[config.mk]
export PLATFORM = sky130hd
export DESIGN_NAME = http_request_framer_top
export DESIGN_NICKNAME = d
export VERILOG_FILES = /design/src/hdl/hrf_pkg.sv /design/src/hdl/http_request_framer_top.sv
export SDC_FILE = /design/constraint.sdc
export NUM_CORES = 1
export LEC_CHECK = 0
export BUFFER_PORTS_ARGS = -buffer_cell sky130_fd_sc_hd__buf_2
export CORE_ASPECT_RATIO = 1.4
export CORE_MARGIN = 4
export CORE_UTILIZATION = 60
export DETAILED_ROUTE_END_ITERATION = 12
export PLACE_DENSITY_LB_ADDON = 0.1
export SKIP_LAST_GASP = 1
export SYNTH_ARGS = -nofsm -noshare
export SYNTH_HDL_FRONTEND = slang
export SYNTH_SLANG_ARGS = --single-unit
[constraint.sdc]
create_clock -name clock -period 7.9 [get_ports clock]
set_clock_uncertainty 0.15 [all_clocks]
set_input_delay 1.185 -clock clock [delete_from_list [all_inputs] [get_ports clock]]
set_output_delay 1.185 -clock clock [all_outputs]
set_load 0.05 [all_outputs]
[src/hdl/hrf_pkg.sv]
`timescale 1ns / 1ps
// Package for the HTTP request framer: section and event codes, line flag bits
// and the method and field-name text tables. No dependencies.
package hrf_pkg;

   typedef enum logic [2:0] {
      SEC_METHOD  = 3'd0,
      SEC_PATH    = 3'd1,
      SEC_VERSION = 3'd2,
      SEC_NAME    = 3'd3,
      SEC_VALUE   = 3'd4,
      SEC_BODY    = 3'd5,
      SEC_ERROR   = 3'd6
   } section_type;

   typedef enum logic [2:0] {
      EV_HEADER    = 3'd0,
      EV_DONE      = 3'd1,
      EV_HDR_BODY  = 3'd2,
      EV_BODY      = 3'd3,
      EV_BODY_LAST = 3'd4,
      EV_ERROR     = 3'd5,
      EV_DROPPED   = 3'd6
   } event_type;

   localparam int FL_NAME  = 0;
   localparam int FL_START = 1;
   localparam int FL_DIGIT = 2;
   localparam int FL_DONE  = 3;
   localparam int FL_NEG   = 4;
   localparam int FL_OVF   = 5;

   localparam logic [7:0] BYTE_CR    = 8'd13;
   localparam logic [7:0] BYTE_LF    = 8'd10;
   localparam logic [7:0] BYTE_SPACE = 8'h20;
   localparam logic [7:0] BYTE_TAB   = 8'h09;
   localparam logic [7:0] BYTE_COLON = 8'h3A;
   localparam logic [7:0] BYTE_PLUS  = 8'h2B;
   localparam logic [7:0] BYTE_MINUS = 8'h2D;
   localparam logic [7:0] BYTE_ZERO  = 8'h30;
   localparam logic [7:0] BYTE_NINE  = 8'h39;
   localparam logic [7:0] BYTE_UC_A  = 8'h41;
   localparam logic [7:0] BYTE_UC_Z  = 8'h5A;

   localparam int METHODS = 9;
   localparam int CL_LEN  = 14;

   localparam logic [3:0] METH_LEN [METHODS] = '{
      4'd3, 4'd4, 4'd4, 4'd3, 4'd6, 4'd7, 4'd7, 4'd5, 4'd5};

   localparam logic [7:0] METH_TEXT [METHODS][8] = '{
      '{"G", "E", "T", 8'h00, 8'h00, 8'h00, 8'h00, 8'h00},
      '{"H", "E", "A", "D", 8'h00, 8'h00, 8'h00, 8'h00},
      '{"P", "O", "S", "T", 8'h00, 8'h00, 8'h00, 8'h00},
      '{"P", "U", "T", 8'h00, 8'h00, 8'h00, 8'h00, 8'h00},
      '{"D", "E", "L", "E", "T", "E", 8'h00, 8'h00},
      '{"C", "O", "N", "N", "E", "C", "T", 8'h00},
      '{"O", "P", "T", "I", "O", "N", "S", 8'h00},
      '{"T", "R", "A", "C", "E", 8'h00, 8'h00, 8'h00},
      '{"P", "A", "T", "C", "H", 8'h00, 8'h00, 8'h00}};

   localparam logic [7:0] CL_TEXT [16] = '{
      "c", "o", "n", "t", "e", "n", "t", "-", "l", "e", "n", "g", "t", "h",
      8'h00, 8'h00};

endpackage

[src/hdl/http_request_framer_top.sv]
`timescale 1ns / 1ps
// HTTP request framer: header end detection, method decode, content-length
// parse and body count, one byte per item. Depends on hrf_pkg.
//
//  channel | dir | ports                                         | handshake
//  req     | in  | req_data_byte                                 | req_valid / req_ready
//  rsp     | out | rsp_event_res rsp_out_byte rsp_method_code
//          |     | rsp_body_length                               | rsp_valid / rsp_ready
//
// One item per cycle unless rsp stalls; the result appears in the output
// register in the cycle after acceptance. req_ready is high when that register
// is empty or being taken, so a stall on rsp holds off req only while a result
// waits. Synchronous active-high reset clears parser state and the output valid.
module http_request_framer_top import hrf_pkg::*; #(
   parameter int LENGTH_BITS = 31
) (
   input  logic        clock,
   input  logic        reset,
   input  logic        req_valid,
   output logic        req_ready,
   input  logic [7:0]  req_data_byte,
   output logic        rsp_valid,
   input  logic        rsp_ready,
   output logic [2:0]  rsp_event_res,
   output logic [7:0]  rsp_out_byte,
   output logic [3:0]  rsp_method_code,
   output logic [30:0] rsp_body_length
);

   localparam int AW = LENGTH_BITS + 1;
   localparam int MW = LENGTH_BITS + 5;
   localparam logic [AW-1:0] ACC_CAP = AW'(1) << LENGTH_BITS;
   localparam logic [AW-1:0] LEN_MAX = ACC_CAP - AW'(1);

   typedef struct packed {
      logic                   crlf;
      section_type            section;
      logic [METHODS-1:0]     cand;
      logic [3:0]             tpos;
      logic [5:0]             flags;
      logic [AW-1:0]          acc;
      logic [LENGTH_BITS-1:0] decl;
      logic [LENGTH_BITS-1:0] rem;
   } state_type;

   function automatic state_type fresh();
      state_type s;
      s.crlf    = 1'b0;
      s.section = SEC_METHOD;
      s.cand    = '1;
      s.tpos    = '0;
      s.flags   = '0;
      s.acc     = '0;
      s.decl    = '0;
      s.rem     = '0;
      return s;
   endfunction

   function automatic state_type content_byte(state_type si, logic [7:0] b);
      state_type          s;
      logic [METHODS-1:0] m;
      logic [7:0]         lo;
      logic [MW-1:0]      nv;
      logic               is_cl;
      s = si;
      m = '0;
      unique case (si.section)
         SEC_METHOD: begin
            if (b == BYTE_SPACE) begin
               for (int i = 0; i < METHODS; i++)
                  m[i] = si.cand[i] && (METH_LEN[i] == si.tpos);
               if (m == '0) begin
                  s.section = SEC_ERROR;
               end else begin
                  s.cand    = m;
                  s.section = SEC_PATH;
                  s.tpos    = '0;
               end
            end else begin
               for (int i = 0; i < METHODS; i++)
                  if (si.tpos >= METH_LEN[i] || METH_TEXT[i][si.tpos[2:0]] != b)
                     s.cand[i] = 1'b0;
               if (si.tpos != 4'd15) s.tpos = si.tpos + 4'd1;
            end
         end
         SEC_PATH: begin
            if (b == BYTE_SPACE) s.section = SEC_VERSION;
         end
         SEC_NAME: begin
            if (b == BYTE_COLON) begin
               is_cl     = si.flags[FL_NAME] && (si.tpos == 4'(CL_LEN));
               s.flags   = '0;
               s.flags[FL_NAME] = is_cl;
               s.acc     = '0;
               s.section = SEC_VALUE;
            end else begin
               lo = (b >= BYTE_UC_A && b <= BYTE_UC_Z) ? b + 8'd32 : b;
               if (si.tpos >= 4'(CL_LEN) || CL_TEXT[si.tpos] != lo)
                  s.flags[FL_NAME] = 1'b0;
               if (si.tpos != 4'd15) s.tpos = si.tpos + 4'd1;
            end
         end
         SEC_VALUE: begin
            if (!si.flags[FL_DONE]) begin
               priority if (!si.flags[FL_START] && (b == BYTE_SPACE || b == BYTE_TAB)) begin
               end else if (!si.flags[FL_START] && b == BYTE_PLUS) begin
                  s.flags[FL_START] = 1'b1;
               end else if (!si.flags[FL_START] && b == BYTE_MINUS) begin
                  s.flags[FL_START] = 1'b1;
                  s.flags[FL_NEG]   = 1'b1;
               end else if (b >= BYTE_ZERO && b <= BYTE_NINE) begin
                  s.flags[FL_START] = 1'b1;
                  s.flags[FL_DIGIT] = 1'b1;
                  nv = MW'(si.acc) * MW'(10) + MW'(b - BYTE_ZERO);
                  if (nv > MW'(ACC_CAP)) begin
                     s.acc = ACC_CAP;
                     s.flags[FL_OVF] = 1'b1;
                  end else begin
                     s.acc = nv[AW-1:0];
                  end
               end else begin
                  s.flags[FL_START] = 1'b1;
                  s.flags[FL_DONE]  = 1'b1;
               end
            end
         end
         default: begin
         end
      endcase
      return s;
   endfunction

   state_type        state_ff, state_in;
   event_type        ev;
   logic [3:0]       mc;
   logic [30:0]      bl;
   logic             rsp_valid_ff;
   logic [2:0]       event_ff;
   logic [7:0]       byte_ff;
   logic [3:0]       method_ff;
   logic [30:0]      length_ff;
   logic             accept;

   assign req_ready = !rsp_valid_ff || rsp_ready;
   assign accept    = req_valid && req_ready;

   always_comb begin
      state_type s;
      s  = state_ff;
      ev = EV_HEADER;
      mc = '0;
      bl = '0;
      if (state_ff.section == SEC_ERROR) begin
         ev = EV_DROPPED;
      end else if (state_ff.section == SEC_BODY) begin
         if (state_ff.rem <= LENGTH_BITS'(1)) begin
            s.rem = '0;
            ev    = EV_BODY_LAST;
         end else begin
            s.rem = state_ff.rem - LENGTH_BITS'(1);
            ev    = EV_BODY;
         end
      end else begin
         if (state_ff.crlf) begin
            s.crlf = 1'b0;
            if (req_data_byte == BYTE_LF) begin
               unique case (state_ff.section)
                  SEC_VERSION: begin
                     s.section = SEC_NAME;
                     s.tpos    = '0;
                     s.flags   = '0;
                     s.flags[FL_NAME] = 1'b1;
                     s.acc     = '0;
                  end
                  SEC_NAME: begin
                     if (state_ff.tpos != '0) begin
                        s.section = SEC_ERROR;
                     end else if (state_ff.decl != '0) begin
                        s.section = SEC_BODY;
                        s.rem     = state_ff.decl;
                        ev        = EV_HDR_BODY;
                     end else begin
                        ev = EV_DONE;
                     end
                  end
                  SEC_VALUE: begin
                     s.section = SEC_NAME;
                     s.tpos    = '0;
                     s.flags   = '0;
                     s.flags[FL_NAME] = 1'b1;
                     s.acc     = '0;
                     if (state_ff.flags[FL_NAME]) begin
                        priority if (!state_ff.flags[FL_DIGIT] || state_ff.flags[FL_OVF]) begin
                           s.section = SEC_ERROR;
                        end else if (state_ff.flags[FL_NEG]) begin
                           s.decl = '0;
                        end else if (state_ff.acc > LEN_MAX) begin
                           s.section = SEC_ERROR;
                        end else begin
                           s.decl = state_ff.acc[LENGTH_BITS-1:0];
                        end
                     end
                  end
                  default: begin
                     s.section = SEC_ERROR;
                  end
               endcase
            end else begin
               s = content_byte(s, BYTE_CR);
               if (s.section != SEC_ERROR) begin
                  if (req_data_byte == BYTE_CR) s.crlf = 1'b1;
                  else s = content_byte(s, req_data_byte);
               end
            end
         end else if (req_data_byte == BYTE_CR) begin
            s.crlf = 1'b1;
         end else begin
            s = content_byte(s, req_data_byte);
         end
         if (s.section == SEC_ERROR) ev = EV_ERROR;
      end
      if (ev != EV_ERROR && ev != EV_DROPPED) begin
         if (s.section >= SEC_PATH && s.section <= SEC_BODY) begin
            for (int i = METHODS - 1; i >= 0; i--)
               if (s.cand[i]) mc = 4'(i);
         end
         bl = 31'(s.decl);
      end
      if (ev == EV_DONE || ev == EV_BODY_LAST) s = fresh();
      state_in = s;
   end

   always_ff @(posedge clock) begin
      if (reset) begin
         state_ff     <= fresh();
         rsp_valid_ff <= 1'b0;
      end else begin
         if (accept) begin
            state_ff     <= state_in;
            rsp_valid_ff <= 1'b1;
         end else if (rsp_ready) begin
            rsp_valid_ff <= 1'b0;
         end
      end
   end

   always_ff @(posedge clock) begin
      if (accept) begin
         event_ff  <= ev;
         byte_ff   <= req_data_byte;
         method_ff <= mc;
         length_ff <= bl;
      end
   end

   assign rsp_valid       = rsp_valid_ff;
   assign rsp_event_res   = event_ff;
   assign rsp_out_byte    = byte_ff;
   assign rsp_method_code = method_ff;
   assign rsp_body_length = length_ff;

   a_reset_empty: assert property (@(posedge clock) reset |=> !rsp_valid_ff)
      else $error("output valid after reset");
   a_error_sticky: assert property (@(posedge clock) disable iff (reset)
      state_ff.section == SEC_ERROR |=> state_ff.section == SEC_ERROR)
      else $error("error state left");
   a_body_count: assert property (@(posedge clock) disable iff (reset)
      state_ff.section == SEC_BODY |-> state_ff.rem != '0)
      else $error("body section with zero count");
   a_error_fields: assert property (@(posedge clock) disable iff (reset)
      rsp_valid_ff && (event_ff == EV_ERROR || event_ff == EV_DROPPED)
      |-> method_ff == '0 && length_ff == '0)
      else $error("error item carries fields");

endmodule
# After elaboration in Yosys (flattened, before gate mapping)
# Memory sizes are Yosys's and may differ from the RTL's.
# Index checks and enable logic that the tools add are counted.
word_totals:
  out_inout_bits: 48
  mem_bits_ro: 1408
  mem_count: 20
  reg_bits: 164
  in_bits: 12
memory_table:
  columns: ["name", "depth", "word_bits", "read_ports", "rd_ports_with_merged_regs", "write_ports", "line_no", "rtl"]
  rows:
  - ["(no name shown)", 16, 8, 1, 0, 0, "http_request_framer_top.sv:98", "if (si.tpos >= 4'(CL_LEN) || CL_TEXT[si.tpos] != lo)"]
  - ["(no name shown)", 16, 8, 1, 0, 0, "http_request_framer_top.sv:98", null]
  - ["(no name shown)", 8, 8, 1, 0, 0, "http_request_framer_top.sv:81", "if (si.tpos >= METH_LEN[i] || METH_TEXT[i][si.tpos[2:0]] != b)"]
  - ["(no name shown)", 8, 8, 1, 0, 0, "http_request_framer_top.sv:81", null]
  - ["(no name shown)", 8, 8, 1, 0, 0, "http_request_framer_top.sv:81", null]
  - ["(no name shown)", 8, 8, 1, 0, 0, "http_request_framer_top.sv:81", null]
  - ["+14 memories", null, null, null, null, null, null, null]
op_classes:
  n_mux: 205
  bitwise: 6
  order_cmp: 25
  mul: 1
  n_addsub: 6
  eq_ne: 85
  n_reduce_logical: 98
op_table:
  columns: ["operator", "n"]
  rows:
  - ["2-to-1 mux 117 bit", 6]
  - ["2-to-1 mux 32 bit", 11]
  - ["2-to-1 mux 8 bit", 41]
  - ["2-to-1 mux 31 bit", 10]
  - ["2-to-1 mux 116 bit", 2]
  - ["!= test 8 bit", 20]
  - ["one-hot mux 32 bit (2 select lines)", 2]
  - ["2-to-1 mux 104 bit", 1]
  - ["2-to-1 mux 86 bit", 1]
  - ["!= test 8 x 4 -> 1 bit (second input constant)", 10]
  - ["2-to-1 mux 3 bit", 25]
  - ["2-to-1 mux 9 bit", 8]
  - ["2-to-1 mux 1 bit", 63]
  - ["2-to-1 mux 13 bit", 4]
  - ["2-to-1 mux 4 bit", 12]
  - ["2-to-1 mux 42 bit", 1]
  - ["AND reduction 19 bit", 2]
  - ["adder 36 bit", 1]
  - ["> comparator 36 x 32 -> 1 bit (second input constant)", 1]
  - ["!= test 4 bit (second input constant)", 9]
  - ["multiplier 32 x 3 -> 35 bit (second input constant)", 1]
  - ["logical OR 1 bit", 34]
  - ["equality test 3 x 4 -> 1 bit (first input constant)", 8]
  - ["equality test 8 x 6 -> 1 bit (second input constant)", 4]
  - ["other kinds (56)", 149]

# Longest topological paths before layout
# Gate-level depths: netlist of run 1.
logic_depth:
  depth_word: 33
  ltp_mapped: 26
  ltp_nobuf: 25

# Worst setup path after synthesis of run 1
# OpenSTA, ideal clock, no wires.
synth_path:
  path_type: "input -> register"
  from: "input port req_data_byte[6]"
  to: "register state_ff[93] (netlist name)"
  required_time_ns: 7.633
  setup_ns: 0.117
  stages: 16
  path_slack_ns: 1.180
  t_arrival_ns: 6.453
  n_path_buf: 3
  cell_sequence: "buf_1 -> nor3_1 -> ha_1 -> clkbuf_1 -> a21oi_1 -> o21ai_0 -> a221oi_1 -> o21ai_0 -> o21a_1 -> o21bai_1 -> a211oi_1 -> a211oi_1 -> xor2_1 -> buf_2 -> nand3b_1 -> a22o_1"
synth_via:
  elab_chain_len: 19
  elab_cells_between_ends: 76
  cone_classes: "add/sub (2); order compare (3); eq/ne (25); mux (35); reduce/logical (11)"
synth_lines:
  columns: ["item", "line_no", "rtl"]
  rows:
  - ["start, declared", "http_request_framer_top.sv:21", "input logic [7:0] req_data_byte,"]
  - ["subtractor 8 x 6 -> 9 bit", "http_request_framer_top.sv:114", "nv = MW'(si.acc) * MW'(10) + MW'(b - BYTE_ZERO);"]
  - ["adder 36 bit", "http_request_framer_top.sv:114", null]
  - ["> comparator 36 x 32 -> 1 bit", "http_request_framer_top.sv:115", "if (nv > MW'(ACC_CAP)) begin"]
  - ["2-to-1 mux 32 bit", "http_request_framer_top.sv:115", null]
  - ["2-to-1 mux 32 bit", "http_request_framer_top.sv:111", "end else if (b >= BYTE_ZERO && b <= BYTE_NINE) begin"]
  - ["2-to-1 mux 32 bit", "http_request_framer_top.sv:108", "end else if (!si.flags[FL_START] && b == BYTE_MINUS) begin"]
  - ["2-to-1 mux 32 bit", "http_request_framer_top.sv:106", "end else if (!si.flags[FL_START] && b == BYTE_PLUS) begin"]
  - ["2-to-1 mux 32 bit", "http_request_framer_top.sv:105", "priority if (!si.flags[FL_START] && (b == BYTE_SPACE || b == BYTE_TAB)) begin"]
  - ["(+3 left out)", null, null]
  - ["2-to-1 mux 117 bit", "http_request_framer_top.sv:210", "if (s.section != SEC_ERROR) begin"]
  - ["2-to-1 mux 104 bit", "http_request_framer_top.sv:166", "if (req_data_byte == BYTE_LF) begin"]
  - ["2-to-1 mux 117 bit", "http_request_framer_top.sv:164", "if (state_ff.crlf) begin"]
  - ["2-to-1 mux 117 bit", "http_request_framer_top.sv:155", "end else if (state_ff.section == SEC_BODY) begin"]
  - ["2-to-1 mux 117 bit", "http_request_framer_top.sv:153", "if (state_ff.section == SEC_ERROR) begin"]
  - ["2-to-1 mux 86 bit", "http_request_framer_top.sv:155", null]
  - ["2-to-1 mux 117 bit", "http_request_framer_top.sv:153", null]
  - ["2-to-1 mux 117 bit", "http_request_framer_top.sv:229", "if (ev == EV_DONE || ev == EV_BODY_LAST) s = fresh();"]
  - ["end signal, assigned", "http_request_framer_top.sv:235", "state_ff <= fresh();"]
  - ["end signal, assigned", "http_request_framer_top.sv:239", "state_ff <= state_in;"]
  - ["end, declared", "http_request_framer_top.sv:133", "state_type state_ff, state_in;"]
# Parallel ways exist; a longest one is shown, timed or not. The select of a mux whose other input is x is not followed.
# A chain may end at the register's enable or synchronous reset.

# Worst setup path after layout of run 1
layout_path:
  from: "register state_ff[63] (netlist name)"
  to: "register state_ff[84] (netlist name)"
layout_via:
  elab_chain_len: 19
  elab_cells_between_ends: 56
  cone_classes: "add/sub (1); mul (1); order compare (2); eq/ne (18); mux (31); reduce/logical (3)"
layout_lines:
  columns: ["item", "line_no"]
  rows:
  - ["multiplier 32 x 3 -> 35 bit", "http_request_framer_top.sv:114"]
  - ["adder 36 bit", "http_request_framer_top.sv:114"]
  - ["> comparator 36 x 32 -> 1 bit", "http_request_framer_top.sv:115"]
  - ["2-to-1 mux 32 bit", "http_request_framer_top.sv:115"]
  - ["2-to-1 mux 32 bit", "http_request_framer_top.sv:111"]
  - ["2-to-1 mux 32 bit", "http_request_framer_top.sv:108"]
  - ["2-to-1 mux 32 bit", "http_request_framer_top.sv:106"]
  - ["2-to-1 mux 32 bit", "http_request_framer_top.sv:105"]
  - ["(+3 left out)", null]
  - ["2-to-1 mux 117 bit", "http_request_framer_top.sv:210"]
  - ["2-to-1 mux 104 bit", "http_request_framer_top.sv:166"]
  - ["2-to-1 mux 117 bit (*)", "http_request_framer_top.sv:164"]
  - ["2-to-1 mux 117 bit (*)", "http_request_framer_top.sv:155"]
  - ["2-to-1 mux 117 bit (*)", "http_request_framer_top.sv:153"]
  - ["2-to-1 mux 86 bit", "http_request_framer_top.sv:155"]
  - ["2-to-1 mux 117 bit", "http_request_framer_top.sv:153"]
  - ["2-to-1 mux 117 bit", "http_request_framer_top.sv:229"]
# Mark *: on every way between the ends. The rest lies on a longest branch, timed or not. The select of a mux whose other input is x is not followed.

==> results of run 1 <==
-- registers in the layout, indices dropped and copies added (netlist names) --
signal / cells
state_ff: 117
rsp_valid: 1
rsp_body_length: 31
rsp_method_code: 4
rsp_event_res: 3
rsp_out_byte: 8
-- per-layer routing --
metal | track usage (%) | vias up | part of all wire [%]
met2 | 54.8 | 676 | 48
met1 | 40.1 | 6618 | 38
met3 | 4.57 | 185 | 6.4
met4 | 19.5 | 0 | 6.8
met5 | 0 | - | 0
li1 | - | 6679 | -
-- where the power goes --
part | switching, W | internal [W] | total (W)
registers | 0.0000102 | 0.000880 | 0.000890
clock network | 0.000388 | 0.000509 | 0.000898
logic | 0.000182 | 0.0000681 | 0.000250
-- final cells by class --
type | count | area (um^2)
fillers | 2082 | 8090
repair buffers | 75 | 415
clock buffers | 19 | 433
well taps | 306 | 383
inverters | 65 | 244
flip-flops and latches | 164 | 3740
multi-input cells | 1482 | 9710
clock inverters | 13 | 184
-- metrics by stage --
| step | cell area [um^2] | utilization [%] |
|---|---|---|
| 2_1_floorplan | 14100 | - |
| 3_3_place_gp | 14500 | 62.5 |
| 3_5_place_dp | 14500 | 62.5 |
| 4_1_cts | 15100 | 65.1 |
| 5_1_grt | 15100 | 65.1 |
| 6_report | 15100 | 65.1 |
-- worst paths after layout --
kind | from | to | cells past startpoint
worst min-delay path | state_ff[106] | state_ff[106] | 2
worst max-delay path | state_ff[63] | state_ff[84] | 24
worst max register to register | state_ff[63] | state_ff[84] | 24
worst min register to register | state_ff[106] | state_ff[106] | 2
-- worst register-to-register path, stage by stage (launching register included) --
cell and delay, ns:
dfxtp_1 0.46, ha_1 0.29, ha_1 0.24, fa_1 0.40, a21o_1 0.17, a21oi_1 0.24, o21ai_0 0.16, nand3_1 0.12
nand4_1 0.13, nor3b_1 0.25, or2_2 0.33, a21o_1 0.18, a21oi_1 0.16, xnor2_1 0.20, ha_1 0.30, a21oi_1 0.15
o21ai_0 0.26, a21o_1 0.25, a21oi_1 0.25, o211a_1 0.21, o311a_1 0.14, nand4_1 0.15, o31ai_4 0.67, nand4_4 0.51
o21ai_0 0.30
-- logic make-up after synthesis --
group                      Yosys count
xor gates and xnor gates           117
DFF                                164
AOI/OAI and AO/OA                  566
muxes                               12
adders and majority gates          117
buffers and inverters              172
and+or+nand+nor                    670
-- layout by cell type, fill, tap and decap left out, types with 46 or more instances in the layout --
cell type	n
a21oi_1	97
a22oi_1	99
buf_2	59
dfxtp_1	118
edfxtp_1	46
ha_1	115
inv_1	61
nand2_1	153
nor2_1	208
nor3_1	58
o21ai_0	131
xnor2_1	70
xor2_1	46
==> impl_metrics.py, run 1 <==
metrics = {
    "synth": {
        "yosys.cell_types.count": 89,
        "synth_nets": 1947,
        "syn_inst": 1818,
        "yosys.area.top_type_share_pct": 16.8,
        "synthFlopType": "dfxtp_1",
        "synth.most_common_cell": "nor2_1",
        "yosys-top-cells-count": "nor2_1, nand2_1, o21ai_0",
        "yosys.area.top_type": "dfxtp_1",
        "synth-compound-area-share_pct": 26.7,
        "synthMuxAreaShare_pct": 0.853,
        "synth_edf_count": 46,
        "synth_xor_area_share_pct": 7.28,
        "synth_area_um2": 14100,
        "synth_simple_gate_area_share_pct": 23.3,
        "async_flop_share_pct": 0,
        "synth_seq_cells": 164,
        "yosysSeqAreaShare_pct": 26.6,
        "synthTopCellsByArea": "dfxtp_1, ha_1, edfxtp_1, nor2_1, a22oi_1",
        "synth_top_family_by_area": "compound AO/OA/AOI/OAI gates",
        "synth.avg_cell_area_um2": 7.74,
        "synthAdderAreaFrac_pct": 10.5,
        "ys_warn_count": 0,
    },
    "grt": {
        "first_global_vias": 13035,
        "grt_first_pass_wirelength_um": 68700,
        "grt_antenna_before_repair": 0,
        "track_usage_pct": 33.0,
        "grt_max_degree": 78,
        "overflow": 0,
    },
    "clocking": {
        "cts_tree": "yes",
        "clk_latency_ns": 0.45,
        "clock_path_buffers": 2,
        "numCtsBuffers": 17,
        "numClockSinks": 164,
        "cts_max_level": 4,
        "cts_setup_buffers": 0,
        "cts_hold_buffers": 0,
        "cts.clk_slew.worst_paths_ns": 0.08,
        "root_buffer": "clkbuf_16",
        "post_cts_resized": 0,
    },
    "worst_setup_path": {
        "cp_max_fo": 28,
        "endpoint_kind": "register",
        "path_cells": "ha_1, ha_1, fa_1, a21o_1, a21oi_1, o21ai_0, nand3_1, nand4_1, nor3b_1, or2_2, a21o_1, a21oi_1, xnor2_1, ha_1, a21oi_1, o21ai_0, a21o_1, a21oi_1, o211a_1, o311a_1, nand4_1, o31ai_4, nand4_4, o21ai_0",
        "cp_num_buf_inv": 0,
        "rrSetupSlack_ns": 1.13,
        "max_stage_delay_ns": 0.67,
        "crit_slowest_cell": "o31ai_4",
        "worst_path_most_repeated_cell": "a21oi_1",
        "critPathLaunchType": "register",
        "critPathTopFamily": "compound AO/OA/AOI/OAI gates",
        "worstPathArrival_ns": 6.98,
        "worstSetupPathType": "register to register",
        "cp.required_ns": 8.11,
    },
    "placed_design": {
        "io_buffers": 59,
        "dp_cells": 2092,
        "place_congestion": 0.975,
        "place_ws_ns": 1.26,
        "dp_hpwl_um": 32000,
    },
    "floorplanning": {
        "dieArea_um2": 26000,
        "initial_core_util_pct": 60.7,
        "io_pins": 60,
        "core_area_um2": 23200,
        "die_w_um": 137,
        "rows": 66,
        "die_y_um": 189,
    },
    "sta": {
        "setup_violations": 0,
        "fmax_mhz": 148,
        "post-route-period-util_pct": 85.7,
        "worst_slack_ns": 1.13,
        "tns_ns": 0,
        "worst_pin_slew_ns": 1.30,
        "period_needed_ns": 6.77,
        "report.final.slew_viol_count": 0,
        "slew_headroom_pct": 13.5,
        "rsz0062_at_grt": "false",
        "hold_violations": 0,
        "whs_ns": 0.314,
    },
    "cells_and_area": {
        "final_cells": 2124,
        "final_layout_size_suffix_gt1_share_pct": 7.92,
        "layout.nets": 1934,
        "n_antenna_cell": 0,
        "area_growth_pct": 7.35,
    },
    "run": {
        "drv_cap": 0,
    },
    "routing": {
        "postRouteAntennaNets": 0,
        "wirelength_um": 43300,
        "drc": 0,
        "dr.pass1.iters": 6,
        "wl_per_cell_um": 20.4,
        "viasPerCell": 6.67,
        "vias": 14158,
        "first_iter_violations": 1476,
    },
    "power_and_ir_drop": {
        "leakage_nw": 6.35,
        "power_w": 0.00204,
        "power_density_nw_per_um2": 135,
        "peakVddDrop_mv": 0.161,
    },
    "outcome": {
        "outcome": "complete, no violations",
    },
    "worst_hold_path": {
        "min_path_type": "register to register",
    },
}
Note: power is estimated with default switching activity, not from simulation.
==> run 2, diff against run 1 <==
CORE_MARGIN = 10   (was 4)
SLEW_MARGIN = 20   (was not set)
clock period = 7.72 ns   (was 7.9 ns; I/O delays follow)
==> run 2 against run 1 <==
  * First-iteration DRC count grew 5.8%
  * Wire length grew 4.0%
  * Clock power grew 1%
  * Worst setup slack lost 0.20 ns
  * Count of clock-buffer cells in the layout shrank 2
==> impl_metrics.py, run 2 (synthesized netlist as in run 1, its figures left out) <==
metrics = {
    "grt": {
        "grt_antenna_before_repair": 0,
        "grt_max_degree": 77,
        "track_usage_pct": 28.9,
        "overflow": 0,
        "grt_first_pass_wirelength_um": 71100,
        "first_global_vias": 13363,
    },
    "worst_setup_path": {
        "worstSetupEndpoint": "state_ff[89]",
        "cp_num_buf_inv": 1,
        "endpoint_kind": "register",
        "critPathTopFamily": "compound AO/OA/AOI/OAI gates",
        "max_stage_delay_ns": 0.83,
        "rrSetupSlack_ns": 0.93,
        "worstSetupPathType": "register to register",
        "crit_slowest_cell": "a2111oi_0",
        "critPathLaunchType": "register",
        "worst_path_most_repeated_cell": "o21ai_0",
        "worstPathArrival_ns": 6.99,
        "cp.required_ns": 7.92,
        "path_depth": 20,
        "path_cells": "ha_1, ha_1, o21ai_0, o21ai_0, nand4bb_1, a2111oi_0, buf_4, o21ai_0, nand2b_1, a31oi_1, xnor2_1, ha_1, a41oi_1, o21ai_0, a221oi_1, xor2_1, nand4_1, o31ai_4, nand4_4, o21ai_0",
        "rr_endpoint": "state_ff[89]",
        "cp_max_fo": 28,
        "crit_start": "state_ff[68]",
        "r2r_cells": 20,
        "r2r_start": "state_ff[68]",
    },
    "placed_design": {
        "placed_area_um2": 14500,
        "dp_hpwl_um": 33400,
        "io_buffers": 59,
        "place_congestion": 0.965,
    },
    "sta": {
        "slew_headroom_pct": 26.1,
        "rsz0062_at_grt": "false",
        "fmax_mhz": 147,
        "tns_ns": 0,
        "post-route-period-util_pct": 87.9,
        "setup_violations": 0,
        "report.final.slew_viol_count": 0,
        "worst_pin_slew_ns": 1.11,
        "hold_violations": 0,
        "whs_ns": 0.319,
        "period_needed_ns": 6.79,
    },
    "cells_and_area": {
        "area_growth_pct": 7.55,
        "largest_reg_flops": 117,
        "mostFrequentLayoutCells": "nor2_1, nand2_1, o21ai_0",
        "final_layout_size_suffix_gt1_share_pct": 8.14,
        "layout_commonest_cell": "nor2_1",
        "top_register": "state_ff",
        "final_area_um2": 15100,
        "fin_util_pct": 65.3,
        "n_fill_cell": 2093,
        "layout.nets": 1935,
        "n_antenna_cell": 0,
    },
    "power_and_ir_drop": {
        "power_density_nw_per_um2": 137,
        "peakVddDrop_mv": 0.163,
        "leakage_nw": 6.36,
    },
    "clocking": {
        "cts_hold_buffers": 0,
        "clock_path_buffers": 2,
        "root_buffer": "clkbuf_16",
        "cts.clk_slew.worst_paths_ns": 0.08,
        "numClockSinks": 164,
        "post_cts_resized": 0,
        "cts_tree": "yes",
        "clk_latency_ns": 0.45,
        "cts_max_level": 4,
        "cts_setup_buffers": 0,
        "numCtsBuffers": 17,
    },
    "outcome": {
        "outcome": "complete, no violations",
    },
    "routing": {
        "postRouteAntennaNets": 0,
        "drc": 0,
        "first_iter_violations": 1562,
        "wirelength_um": 45000,
        "wl_per_cell_um": 21.2,
        "viasPerCell": 6.69,
        "dr.pass1.iters": 7,
        "vias": 14225,
    },
    "worst_hold_path": {
        "min_path_type": "register to register",
    },
    "floorplanning": {
        "dieArea_um2": 30100,
        "io_pins": 60,
        "initial_core_util_pct": 60.7,
        "rows": 66,
        "core_area_um2": 23200,
        "die_y_um": 201,
        "die_w_um": 149,
    },
    "run": {
        "drv_cap": 0,
    },
}
==> run 2: cell types whose count changed in the layout (fill, tap and decap cells not counted), moves of 2 or more <==
cell / previous run / this run
bufinv_16: 3 / 1
clkbuf_1: 2 / 0
clkinv_8: 0 / 3
inv_8: 3 / 6
==> run 2: final cells by class <==
type / count / area (um^2) / area share, %
Multi-Input combinational cell: 1482 / 9730 / 64.2
Sequential cell: 164 / 3740 / 24.7
Clock inverter: 15 / 198 / 1.31
Tap cell: 306 / 383 / 2.53
Clock buffer: 17 / 425 / 2.81
Inverter: 65 / 244 / 1.61
Timing Repair Buffer: 76 / 423 / 2.79
==> run 2: how the worst min path moves through the flow <==
| stage | startpoint | to | slack (ns) | depth (start not counted) |
|---|---|---|---|---|
| after detailed placement | state_ff[96] | state_ff[96] | 0.30 | 1 |
| after CTS | state_ff[96] | state_ff[96] | 0.32 | 1 |
| final | state_ff[106] | state_ff[106] | 0.32 | 2 |
| after floorplan | state_ff[106] | state_ff[106] | 0.28 | 2 |
| after global routing | state_ff[96] | state_ff[96] | 0.35 | 1 |
| after global placement | state_ff[96] | state_ff[96] | 0.29 | 1 |
==> run 2: stage by stage <==
| stage | setup slack, ns | power, W | std cells |
|---|---|---|---|
| final | 0.932 | 0.00208 | 2125 |
| after global routing | 0.418 | 0.00214 | 2125 |
| after CTS | 1.01 | 0.00208 | 2125 |
| after detailed placement | 1.08 | 0.00118 | 2093 |
| after global placement | 1.14 | 0.00118 | 2093 |
| after floorplan | 1.03 | 0.00112 | 1818 |
==> run 2: routing by layer <==
metal,global-route usage [%],wire (um),part of all wire (%)
met1,33.3,16800,37
met2,47.8,21900,49
met3,3.75,2830,6.3
met4,20.7,3520,7.8
met5,0,0,0
==> run 2: worst register-to-register path, cell delays in order, from the launching register on <==
cell and delay [ns]:
dfxtp_1 0.51, ha_1 0.30, ha_1 0.33, o21ai_0 0.12, o21ai_0 0.31, nand4bb_1 0.18, a2111oi_0 0.83, buf_4 0.26
o21ai_0 0.08, nand2b_1 0.14, a31oi_1 0.13, xnor2_1 0.15, ha_1 0.45, a41oi_1 0.24, o21ai_0 0.13, a221oi_1 0.40
xor2_1 0.32, nand4_1 0.20, o31ai_4 0.64, nand4_4 0.50, o21ai_0 0.34
==> run 2: power breakdown <==
part / switching [W] / internal (W) / leakage [nW] / total (W)
clock: 0.000437 / 0.000473 / 0.306 / 0.000910
sequential: 0.0000105 / 0.000900 / 1.41 / 0.000911
combinational: 0.000187 / 0.0000695 / 4.65 / 0.000257
total: 0.000635 / 0.00144 / 6.36 / 0.00208
